File: src/hdl/lcdseq_pkg.sv
// Shared types, codes and the power-up table for the LCD nibble write sequencer.
package lcdseq_pkg;

  localparam int HOLD_W = 15;
  localparam int NIB_W  = 4;

  // Display action codes.
  localparam logic [1:0] ACT_WRITE  = 2'd0;
  localparam logic [1:0] ACT_CLEAR  = 2'd1;
  localparam logic [1:0] ACT_CURSOR = 2'd2;
  localparam logic [1:0] ACT_INIT   = 2'd3;

  // Pin step within one nibble transfer.
  localparam logic [1:0] STEP_STROBE = 2'd0;
  localparam logic [1:0] STEP_DRIVE  = 2'd1;
  localparam logic [1:0] STEP_SETTLE = 2'd2;

  localparam int INIT_NIBBLES = 16;
  localparam int BYTE_NIBBLES = 2;

  localparam logic [HOLD_W-1:0] STROBE_HOLD = 15'd1;
  localparam logic [HOLD_W-1:0] DRIVE_HOLD  = 15'd0;
  localparam logic [HOLD_W-1:0] BASE_HOLD   = 15'd100;
  localparam logic [HOLD_W-1:0] CLEAR_HOLD  = 15'd1600;

  localparam logic [7:0] CMD_CLEAR   = 8'h01;
  localparam logic       CURSOR_FLAG = 1'b1;

  typedef struct packed {
    logic             load;
    logic             emit;
    logic [1:0]       step;
    logic [NIB_W-1:0] nib;
    logic             last;
  } lcdseq_cmd_t;

  typedef struct packed {
    logic out_free;
  } lcdseq_sts_t;

  typedef struct packed {
    logic [3:0]        nibble;
    logic [HOLD_W-1:0] settle_hold;
  } init_entry_t;

  // Power-up sequence, one entry per nibble, with the settle hold that follows it.
  function automatic init_entry_t init_entry(input logic [NIB_W-1:0] idx);
    init_entry_t e;
    unique case (idx)
      4'd0:    e = '{4'h0, BASE_HOLD};
      4'd1:    e = '{4'h1, 15'd15100};
      4'd2:    e = '{4'h3, 15'd4600};
      4'd3:    e = '{4'h3, 15'd4600};
      4'd4:    e = '{4'h3, 15'd250};
      4'd5:    e = '{4'h2, 15'd5100};
      4'd6:    e = '{4'h0, BASE_HOLD};
      4'd7:    e = '{4'h1, CLEAR_HOLD};
      4'd8:    e = '{4'h2, BASE_HOLD};
      4'd9:    e = '{4'h8, 15'd5100};
      4'd10:   e = '{4'h0, BASE_HOLD};
      4'd11:   e = '{4'hC, 15'd5100};
      4'd12:   e = '{4'h0, BASE_HOLD};
      4'd13:   e = '{4'h1, 15'd20100};
      4'd14:   e = '{4'h0, BASE_HOLD};
      default: e = '{4'h1, 15'd2100};
    endcase
    return e;
  endfunction

endpackage

File: src/hdl/lcdseq_ctrl.sv
// Controller: walks the nibbles and pin steps of one display action.
module lcdseq_ctrl (
  input  logic                     clk,
  input  logic                     rst,
  input  logic                     in_valid,
  output logic                     in_stall,
  input  logic [1:0]               action,
  input  lcdseq_pkg::lcdseq_sts_t  sts,
  output lcdseq_pkg::lcdseq_cmd_t  cmd
);
  import lcdseq_pkg::*;

  typedef enum logic {S_IDLE, S_RUN} state_t;

  state_t           state;
  logic [1:0]       step;
  logic [NIB_W-1:0] nib;
  logic [NIB_W-1:0] nib_end;

  always_comb begin
    cmd.load = (state == S_IDLE) && in_valid;
    cmd.emit = (state == S_RUN) && sts.out_free;
    cmd.step = step;
    cmd.nib  = nib;
    cmd.last = (step == STEP_SETTLE) && (nib == nib_end);
    in_stall = (state != S_IDLE);
  end

  always_ff @(posedge clk) begin
    if (rst) begin
      state   <= S_IDLE;
      step    <= STEP_STROBE;
      nib     <= '0;
      nib_end <= '0;
    end else begin
      unique case (state)
        S_IDLE: begin
          if (in_valid) begin
            state   <= S_RUN;
            step    <= STEP_STROBE;
            nib     <= '0;
            nib_end <= (action == ACT_INIT) ? NIB_W'(INIT_NIBBLES - 1)
                                            : NIB_W'(BYTE_NIBBLES - 1);
          end
        end
        S_RUN: begin
          if (cmd.emit) begin
            if (cmd.last) begin
              state <= S_IDLE;
            end else if (step == STEP_SETTLE) begin
              step <= STEP_STROBE;
              nib  <= nib + NIB_W'(1);
            end else begin
              step <= step + 2'd1;
            end
          end
        end
      endcase
    end
  end

endmodule

File: src/hdl/lcdseq_dp.sv
// Datapath: holds the action's byte, forms each pin step and keeps the output register.
module lcdseq_dp (
  input  logic                     clk,
  input  logic                     rst,
  input  lcdseq_pkg::lcdseq_cmd_t  cmd,
  output lcdseq_pkg::lcdseq_sts_t  sts,
  input  logic [1:0]               action,
  input  logic [7:0]               byte_value,
  input  logic                     register_select_in,
  input  logic [5:0]               column,
  input  logic                     row,
  output logic                     out_valid,
  input  logic                     out_stall,
  output logic [3:0]               data_nibble,
  output logic                     enable,
  output logic                     register_select,
  output logic [lcdseq_pkg::HOLD_W-1:0] hold_us,
  output logic                     last
);
  import lcdseq_pkg::*;

  logic [7:0]        cmd_byte;
  logic              cmd_rs;
  logic [HOLD_W-1:0] byte_hold;
  logic              init_mode;

  logic [6:0]        cursor_addr;
  logic [7:0]        byte_sel;
  init_entry_t       init_cur;
  logic [3:0]        nib_cur;
  logic [HOLD_W-1:0] settle_cur;
  logic [3:0]        data_step;
  logic [HOLD_W-1:0] hold_step;

  always_comb begin
    cursor_addr = {row, 6'b0} + {1'b0, column};
    unique case (action)
      ACT_WRITE:  byte_sel = byte_value;
      ACT_CURSOR: byte_sel = {CURSOR_FLAG, cursor_addr};
      default:    byte_sel = CMD_CLEAR;
    endcase
  end

  always_ff @(posedge clk) begin
    if (cmd.load) begin
      cmd_byte  <= byte_sel;
      cmd_rs    <= (action == ACT_WRITE) ? register_select_in : 1'b0;
      byte_hold <= (action == ACT_CLEAR) ? CLEAR_HOLD : BASE_HOLD;
      init_mode <= (action == ACT_INIT);
    end
  end

  // A byte goes out high nibble first; only the low nibble carries the extra delay.
  always_comb begin
    init_cur = init_entry(cmd.nib);
    if (init_mode) begin
      nib_cur    = init_cur.nibble;
      settle_cur = init_cur.settle_hold;
    end else if (cmd.nib[0]) begin
      nib_cur    = cmd_byte[3:0];
      settle_cur = byte_hold;
    end else begin
      nib_cur    = cmd_byte[7:4];
      settle_cur = BASE_HOLD;
    end
    data_step = (cmd.step == STEP_STROBE) ? 4'h0 : nib_cur;
    unique case (cmd.step)
      STEP_STROBE: hold_step = STROBE_HOLD;
      STEP_DRIVE:  hold_step = DRIVE_HOLD;
      default:     hold_step = settle_cur;
    endcase
  end

  assign sts.out_free = !out_valid || !out_stall;

  always_ff @(posedge clk) begin
    if (rst) begin
      out_valid <= 1'b0;
    end else if (cmd.emit) begin
      out_valid <= 1'b1;
    end else if (!out_stall) begin
      out_valid <= 1'b0;
    end
  end

  always_ff @(posedge clk) begin
    if (cmd.emit) begin
      data_nibble     <= data_step;
      enable          <= (cmd.step != STEP_SETTLE);
      register_select <= cmd_rs;
      hold_us         <= hold_step;
      last            <= cmd.last;
    end
  end

endmodule

File: src/hdl/char_lcd_nibble_write_sequencer_core.sv
// Top level of the 4-bit character LCD write sequencer.
// Each accepted word is one display action (write byte, clear, set cursor or
// power-up), answered by a run of pin-step words: 6 for a byte action and 48
// for power-up. One step word leaves per cycle while out_stall is low.
// hold_us is the time the downstream timer must keep each pin state. A new
// action is taken as soon as the last step of the previous one sits in the
// output register.
module char_lcd_nibble_write_sequencer_core (
  input  logic                          clk,
  input  logic                          rst,
  input  logic                          in_valid,
  output logic                          in_stall,
  input  logic [1:0]                    action,
  input  logic [7:0]                    byte_value,
  input  logic                          register_select_in,
  input  logic [5:0]                    column,
  input  logic                          row,
  output logic                          out_valid,
  input  logic                          out_stall,
  output logic [3:0]                    data_nibble,
  output logic                          enable,
  output logic                          register_select,
  output logic [lcdseq_pkg::HOLD_W-1:0] hold_us,
  output logic                          last
);
  import lcdseq_pkg::*;

  lcdseq_cmd_t cmd;
  lcdseq_sts_t sts;

  lcdseq_ctrl u_ctrl (
    .clk      (clk),
    .rst      (rst),
    .in_valid (in_valid),
    .in_stall (in_stall),
    .action   (action),
    .sts      (sts),
    .cmd      (cmd)
  );

  lcdseq_dp u_dp (
    .clk                (clk),
    .rst                (rst),
    .cmd                (cmd),
    .sts                (sts),
    .action             (action),
    .byte_value         (byte_value),
    .register_select_in (register_select_in),
    .column             (column),
    .row                (row),
    .out_valid          (out_valid),
    .out_stall          (out_stall),
    .data_nibble        (data_nibble),
    .enable             (enable),
    .register_select    (register_select),
    .hold_us            (hold_us),
    .last               (last)
  );

endmodule

File: config.mk
export PLATFORM = sky130hd
export DESIGN_NAME = char_lcd_nibble_write_sequencer_core
export DESIGN_NICKNAME = d
export VERILOG_FILES = /design/src/hdl/lcdseq_pkg.sv /design/src/hdl/lcdseq_ctrl.sv /design/src/hdl/lcdseq_dp.sv /design/src/hdl/char_lcd_nibble_write_sequencer_core.sv
export SDC_FILE = /design/constraint.sdc
export NUM_CORES = 1
export LEC_CHECK = 0
export BUFFER_PORTS_ARGS = -buffer_cell sky130_fd_sc_hd__clkbuf_2
export CAP_MARGIN = 15
export CORE_MARGIN = 3
export CORE_UTILIZATION = 60
export DETAILED_ROUTE_END_ITERATION = 8
export GPL_TIMING_DRIVEN = 0
export PLACE_DENSITY = 0.95
export SETUP_SLACK_MARGIN = 0.5
export SYNTH_ARGS = -nofsm -noshare
export SYNTH_HDL_FRONTEND = slang
export SYNTH_SLANG_ARGS = --single-unit
File: constraint.sdc
create_clock -name clk -period 4.14 [get_ports clk]
set_input_delay 0.828 -clock clk [delete_from_list [all_inputs] [get_ports clk]]
set_output_delay 0.828 -clock clk [all_outputs]
set_load 0.1 [all_outputs]
---- Word level (Yosys, flattened, before mapping) ----
Memories as Yosys holds them, arrays and structs flattened. A register that Yosys moved wholly into a read port is not among the register bits.
Index checks and enable logic that the tools add are counted.
word-level totals
  flip-flop bits (word level) ............. 59
  ROM bits ................................ 288
  input port bits ......................... 22
  output and inout bits ................... 24
  word-level logic and storage cells ...... 68
  memories ................................ 1
operators by class
  add/subtract/negate cells ............... 3
  equal/unequal tests ..................... 12
  multiplexer cells ....................... 26
  bitwise gates (word level) .............. 1
  reductions and logical operators ........ 11
memories
  memory            words  width  rd ports  clocked after memory_dff  wr ports  line              RTL
  (name not given)  16     18     1         1                         0         lcdseq_pkg.sv:49  unique case (idx)
operators with widths
  operator                                                                  count
  4-bit two-way mux                                                         9
  15-bit two-way mux                                                        2
  15-bit one-hot mux with 2 select lines                                    1
  8-bit one-hot mux with 2 select lines                                     1
  11-bit two-way mux                                                        1
  2-bit inequality test (second input constant)                             5
  2-bit two-way mux                                                         4
  4-bit one-hot mux with 2 select lines                                     1
  7-bit by 6-bit adder with 7-bit output                                    1
  2-bit == test (second input constant)                                     3
  1-bit two-way mux                                                         5
  4-bit by 1-bit adder with 4-bit output (second input constant)            1
  2-bit by 1-bit == test with 1-bit output (second input constant)          2
  4-bit == test                                                             1
  2-bit logical NOT                                                         2
  2-bit one-hot mux with 2 select lines                                     1
  4-bit AND reduction                                                       1
  1-bit logical AND                                                         3
  3-bit AND reduction                                                       1
  2-bit by 1-bit adder with 2-bit output (second input constant)            1
  1-bit logical NOT                                                         2
  2-bit by 1-bit inequality test with 1-bit output (second input constant)  1
  1-bit one-hot mux with 2 select lines                                     1
  2-bit AND reduction                                                       1
  other kinds (2)                                                           2

---- Longest topological paths before layout ----
  depth in word-level cells ............... 7
  gate-level depth with buffers ........... 11
  depth with buffers taken out ............ 10

---- By module ----
Synthesis repeated with hierarchy kept, for this count alone.
second synthesis, totals
  cell total of the unflattened synthesis .. 190
  area total of the unflattened synthesis .. 2190.9 um^2
modules (own cells, without submodules)
  module       instances  cells an instance  area an instance (um^2)  sequential area each (um^2)
  lcdseq_dp    1          141                1735.4                   1041.0
  lcdseq_ctrl  1          49                 455.4                    180.2

---- Least setup slack after synthesis ----
OpenSTA, ideal clock, no wires.
  kind .................................... register to register
  from .................................... register u_ctrl.state, in the netlist u_ctrl.in_stall
  to ...................................... register, netlist name u_dp.init_cur[15]
  library setup time ...................... 0.095 ns
  arrival ................................. 3.123 ns
  required time ........................... 4.045 ns
  setup slack ............................. 0.922 ns
  cell stages (with the launch flop) ...... 11
  buffers on the path ..................... 1
  period minus slack after synthesis ...... 3.218 ns
  cell sequence ........................... dfxtp_1 -> a21bo_2 -> inv_2 -> nand2_1 -> nor2_1 -> a32oi_2 -> or2_1 -> buf_4 -> ha_1 -> or3_1 -> o311ai_1
RTL lines
  element                   line               RTL
  start: declaration        lcdseq_ctrl.sv:15  state_t state;
  start signal: assignment  lcdseq_ctrl.sv:31  state <= S_IDLE;
  start signal: assignment  lcdseq_ctrl.sv:39  state <= S_RUN;
  start signal: assignment  lcdseq_ctrl.sv:49  state <= S_IDLE;

==> key figures <==
Outcome
  • Status: complete, no violations

Power and ir drop
  • Internal power: 0.000936 W
  • Seq pwr share: 0.525
  • Sw frac: 0.280
  • Clock share of power: 0.348
  • VDD IR max: 0.248 mV
  • Sw Pwr: 0.000364 W
  • Combinational power share: 0.127
  • Lkg Pwr: 1.42 nW
  • Power Dens Cells: 409 mW/mm²

Yosys
  • Share of flip-flops with an asynchronous set or reset: 0
  • Synth Flop Type: edfxtp_1
  • Library cells used by synthesis: 54
  • Post-synth EDFFs: 34
  • Mapped cell area: 0.00273 mm²
  • Synth area leader: edfxtp_1
  • Syn Nets: 267
  • Seq/Total Area, Yosys: 0.580
  • Syn avg cell area: 11.5 µm²
  • Flops & latches, synth: 62
  • Warnings, synthesis: 0
  • Top cell type's share of synthesized area: 0.375
  • Main area contributors after synthesis: edfxtp_1 37%, dfxtp_1 21%, mux2i_1 4.8%
  • Mapped Cells: 238

CTS
  • CTS tree: yes
  • Clock root buffer: clkbuf_8
  • TritonCTS Sinks: 62
  • CTS Buffer Depth: 2
  • Hold-fix buffers at CTS: 0
  • Resized Gates After CTS: 0
  • Clk slew on worst S/H paths: 0.06 ns
  • H-tree depth: 3
  • Post-CTS setup buffer count: 0
  • TritonCTS buffer count: 9
  • Worst-Skew Late Latency: 0.34 ns

Critical path
  • CP Capture Type: flip-flop
  • Required @ worst endpoint: 4.40 ns
  • Critical path, cell by cell: clkbuf_2, a21bo_2, inv_2, nand2_1, or3_1, a21o_1, inv_1, ha_1, nor3b_2, o21bai_1
  • Worst path arrival time: 3.31 ns
  • Crit path largest cell delay: 0.42 ns
  • Worst Reg-to-Reg Cells: 9
  • Crit. path cell count: 10
  • Crit path max-delay family: simple AND/OR/NAND/NOR gates
  • Crit start category: primary input
  • Slowest-stage cell, CP: inv_2
  • CP Buf/Inv Count: 3
  • Worst Path Class, Setup: in2reg
  • Crit-path max FO: 27
  • R2R setup slack: 1.17 ns

Cells and area
  • Nets: 323
  • Syn-to-layout area delta: 16.7%
  • # diodes: 0
  • Design area: 0.00318 mm²
  • Share of layout cells above drive strength 1: 0.271

STA
  • # setup viols final: 0
  • Final period utilization: 0.736
  • Fin Setup TNS: 0 ns
  • Worst Tran Pin Value: 0.565 ns
  • Fin. max-slew vios: 0
  • Slew margin rel.: 0.623
  • Hold Fails Final Rpt: 0
  • RSZ-0062 raised after global routing: no
  • Tmin final: 3.05 ns
  • Worst Skew: 0.00490 ns
  • Top achievable clock speed: 0.328 GHz

Floorplan
  • I/O Pins: 46
  • Die Y: 73.4 µm
  • Starting Density: 0.649
  • FP Rows: 23
  • Die area: 0.00539 mm²
  • Core area: 0.00420 mm²
  • Chip Width: 73.4 µm

Route
  • Met2 WL: 2.68 mm
  • Drt wl/cell: 15.1 µm
  • Drt drc: 0
  • Uppermost layer routed: met4
  • Via Count: 2002
  • Metal1 wirelength: 2.07 mm
  • Met3 Wirelength: 417 µm
  • TritonRoute pass-1 iters: 4
  • Via-per-instance ratio: 5.74
  • Antenna Nets Post-Route: 0
  • DR iter-0 viols: 142
  • Routed Wire Length: 5.27 mm

Global routing
  • Vias in the first global route: 1875
  • Grt ovf: 0
  • First-pass GRT wire length: 8.49 mm
  • Pin count of the biggest net entering global routing: 28
  • Initial antenna violation count: 0
  • GRT Total Usage: 0.215

Placement
  • Port-buffer cells: 45
  • DP HPWL: 3.62 mm
  • Area after DPL: 0.00301 mm²
  • RD Place Congestion: 0.918

Min path
  • Hold Crit Depth: 0
  • Hold WC Path Type: reg2reg

Flow run
  • Number of max-cap violations: 0
## flip-flops by register name (all words and copies together), names as in the netlist
signal,cells
u_dp.cmd_rs,1
u_dp.byte_hold,2
u_ctrl.step,2
u_dp.enable,1
u_ctrl.nib_end,2
u_ctrl.in_stall,1
u_ctrl.nib,4
u_dp.cmd_byte,8
u_dp.out_valid,1
u_dp.hold_us,15
u_dp.last,1
u_dp.data_nibble,4
u_dp.register_select,1
u_dp.init_cur,18
u_dp.init_mode,1
## cell usage after synthesis, types with 4 or more instances
cell / instances
dfxtp_1: 28
nand2b_1: 5
o21ai_0: 5
ha_1: 7
inv_1: 11
clkbuf_1: 6
or3_1: 4
and3_1: 11
nand3_1: 5
a21oi_1: 13
nand2_1: 12
nor2_1: 29
mux2i_1: 13
edfxtp_1: 34
## power by group through the flow
stage               logic (W)  clock network [W]  registers, W
floorplan           0.0000461                  0      0.000779
global placement     0.000161                  0      0.000695
detailed placement   0.000165                  0      0.000696
CTS                  0.000165           0.000459      0.000683
global route         0.000174           0.000483      0.000685
finish               0.000165           0.000452      0.000683
## layout by cell type, fill, tap and decap left out, types with 4 or more instances in the layout
cell type	instances
a21oi_1	13
and3_1	11
clkbuf_1	8
clkbuf_2	45
clkbuf_8	10
dfxtp_1	28
edfxtp_1	34
ha_1	7
inv_1	11
mux2i_1	13
nand2_1	12
nand2b_1	5
nand3_1	5
nor2_1	29
o21ai_0	5
or3_1	4
## final timing paths
kind,start,to
min,u_dp.cmd_rs,u_dp.register_select
min reg2reg,u_dp.cmd_rs,u_dp.register_select
max reg2reg,u_ctrl.in_stall,u_dp.init_cur[11]
max,out_stall,u_dp.init_cur[11]
## cell type report
type / instances / area, µm²
repair buffers: 45 / 225
multi-input cells: 151 / 1020
fillers: 264 / 1020
well taps: 50 / 62.6
inverters: 14 / 52.6
clock inverters: 4 / 22.5
plain buffers: 11 / 67.6
clock buffers: 12 / 145
flip-flops and latches: 62 / 1580
## worst register-to-register path: stages, from the launching register on
cell and delay [ns]:
dfxtp_1 0.46, a21bo_2 0.28, inv_2 0.42, nand2_1 0.19
or3_1 0.38, a21o_1 0.29, inv_1 0.18, ha_1 0.31
nor3b_2 0.24, o21bai_1 0.15
## cell families (layout without fill, tap and decap cells)
kind of cell,after synthesis,in the layout,share of synthesized area
and+or+nand+nor,80,80,0.151
muxes,15,15,0.0560
adders and majority gates,7,7,0.0321
DFF,62,62,0.580
buffers and inverters,25,86,0.0441
xor gates and xnor gates,3,3,0.00964
AOI/OAI and AO/OA,46,46,0.127
## metal layers
metal  GRT usage  vias to the layer above
met4      0.0885                        0
met1       0.244                      956
met2       0.362                       75
li1            -                      963
met3      0.0834                        8
met5           0                        -
## stage by stage
stage               setup slack (ns)  power, W  utilization  hold WS (ns)  std cells
finish                          1.09   0.00130        0.757         0.420        349
global route                   0.939   0.00134        0.757         0.441        349
CTS                             1.14   0.00131        0.757         0.422        349
detailed placement             0.774  0.000861        0.717         0.406        333
global placement               0.864  0.000856        0.717         0.404        333
floorplan                      0.922  0.000825            -         0.400        238
No activity file was read; power rests on OpenSTA's default activity.
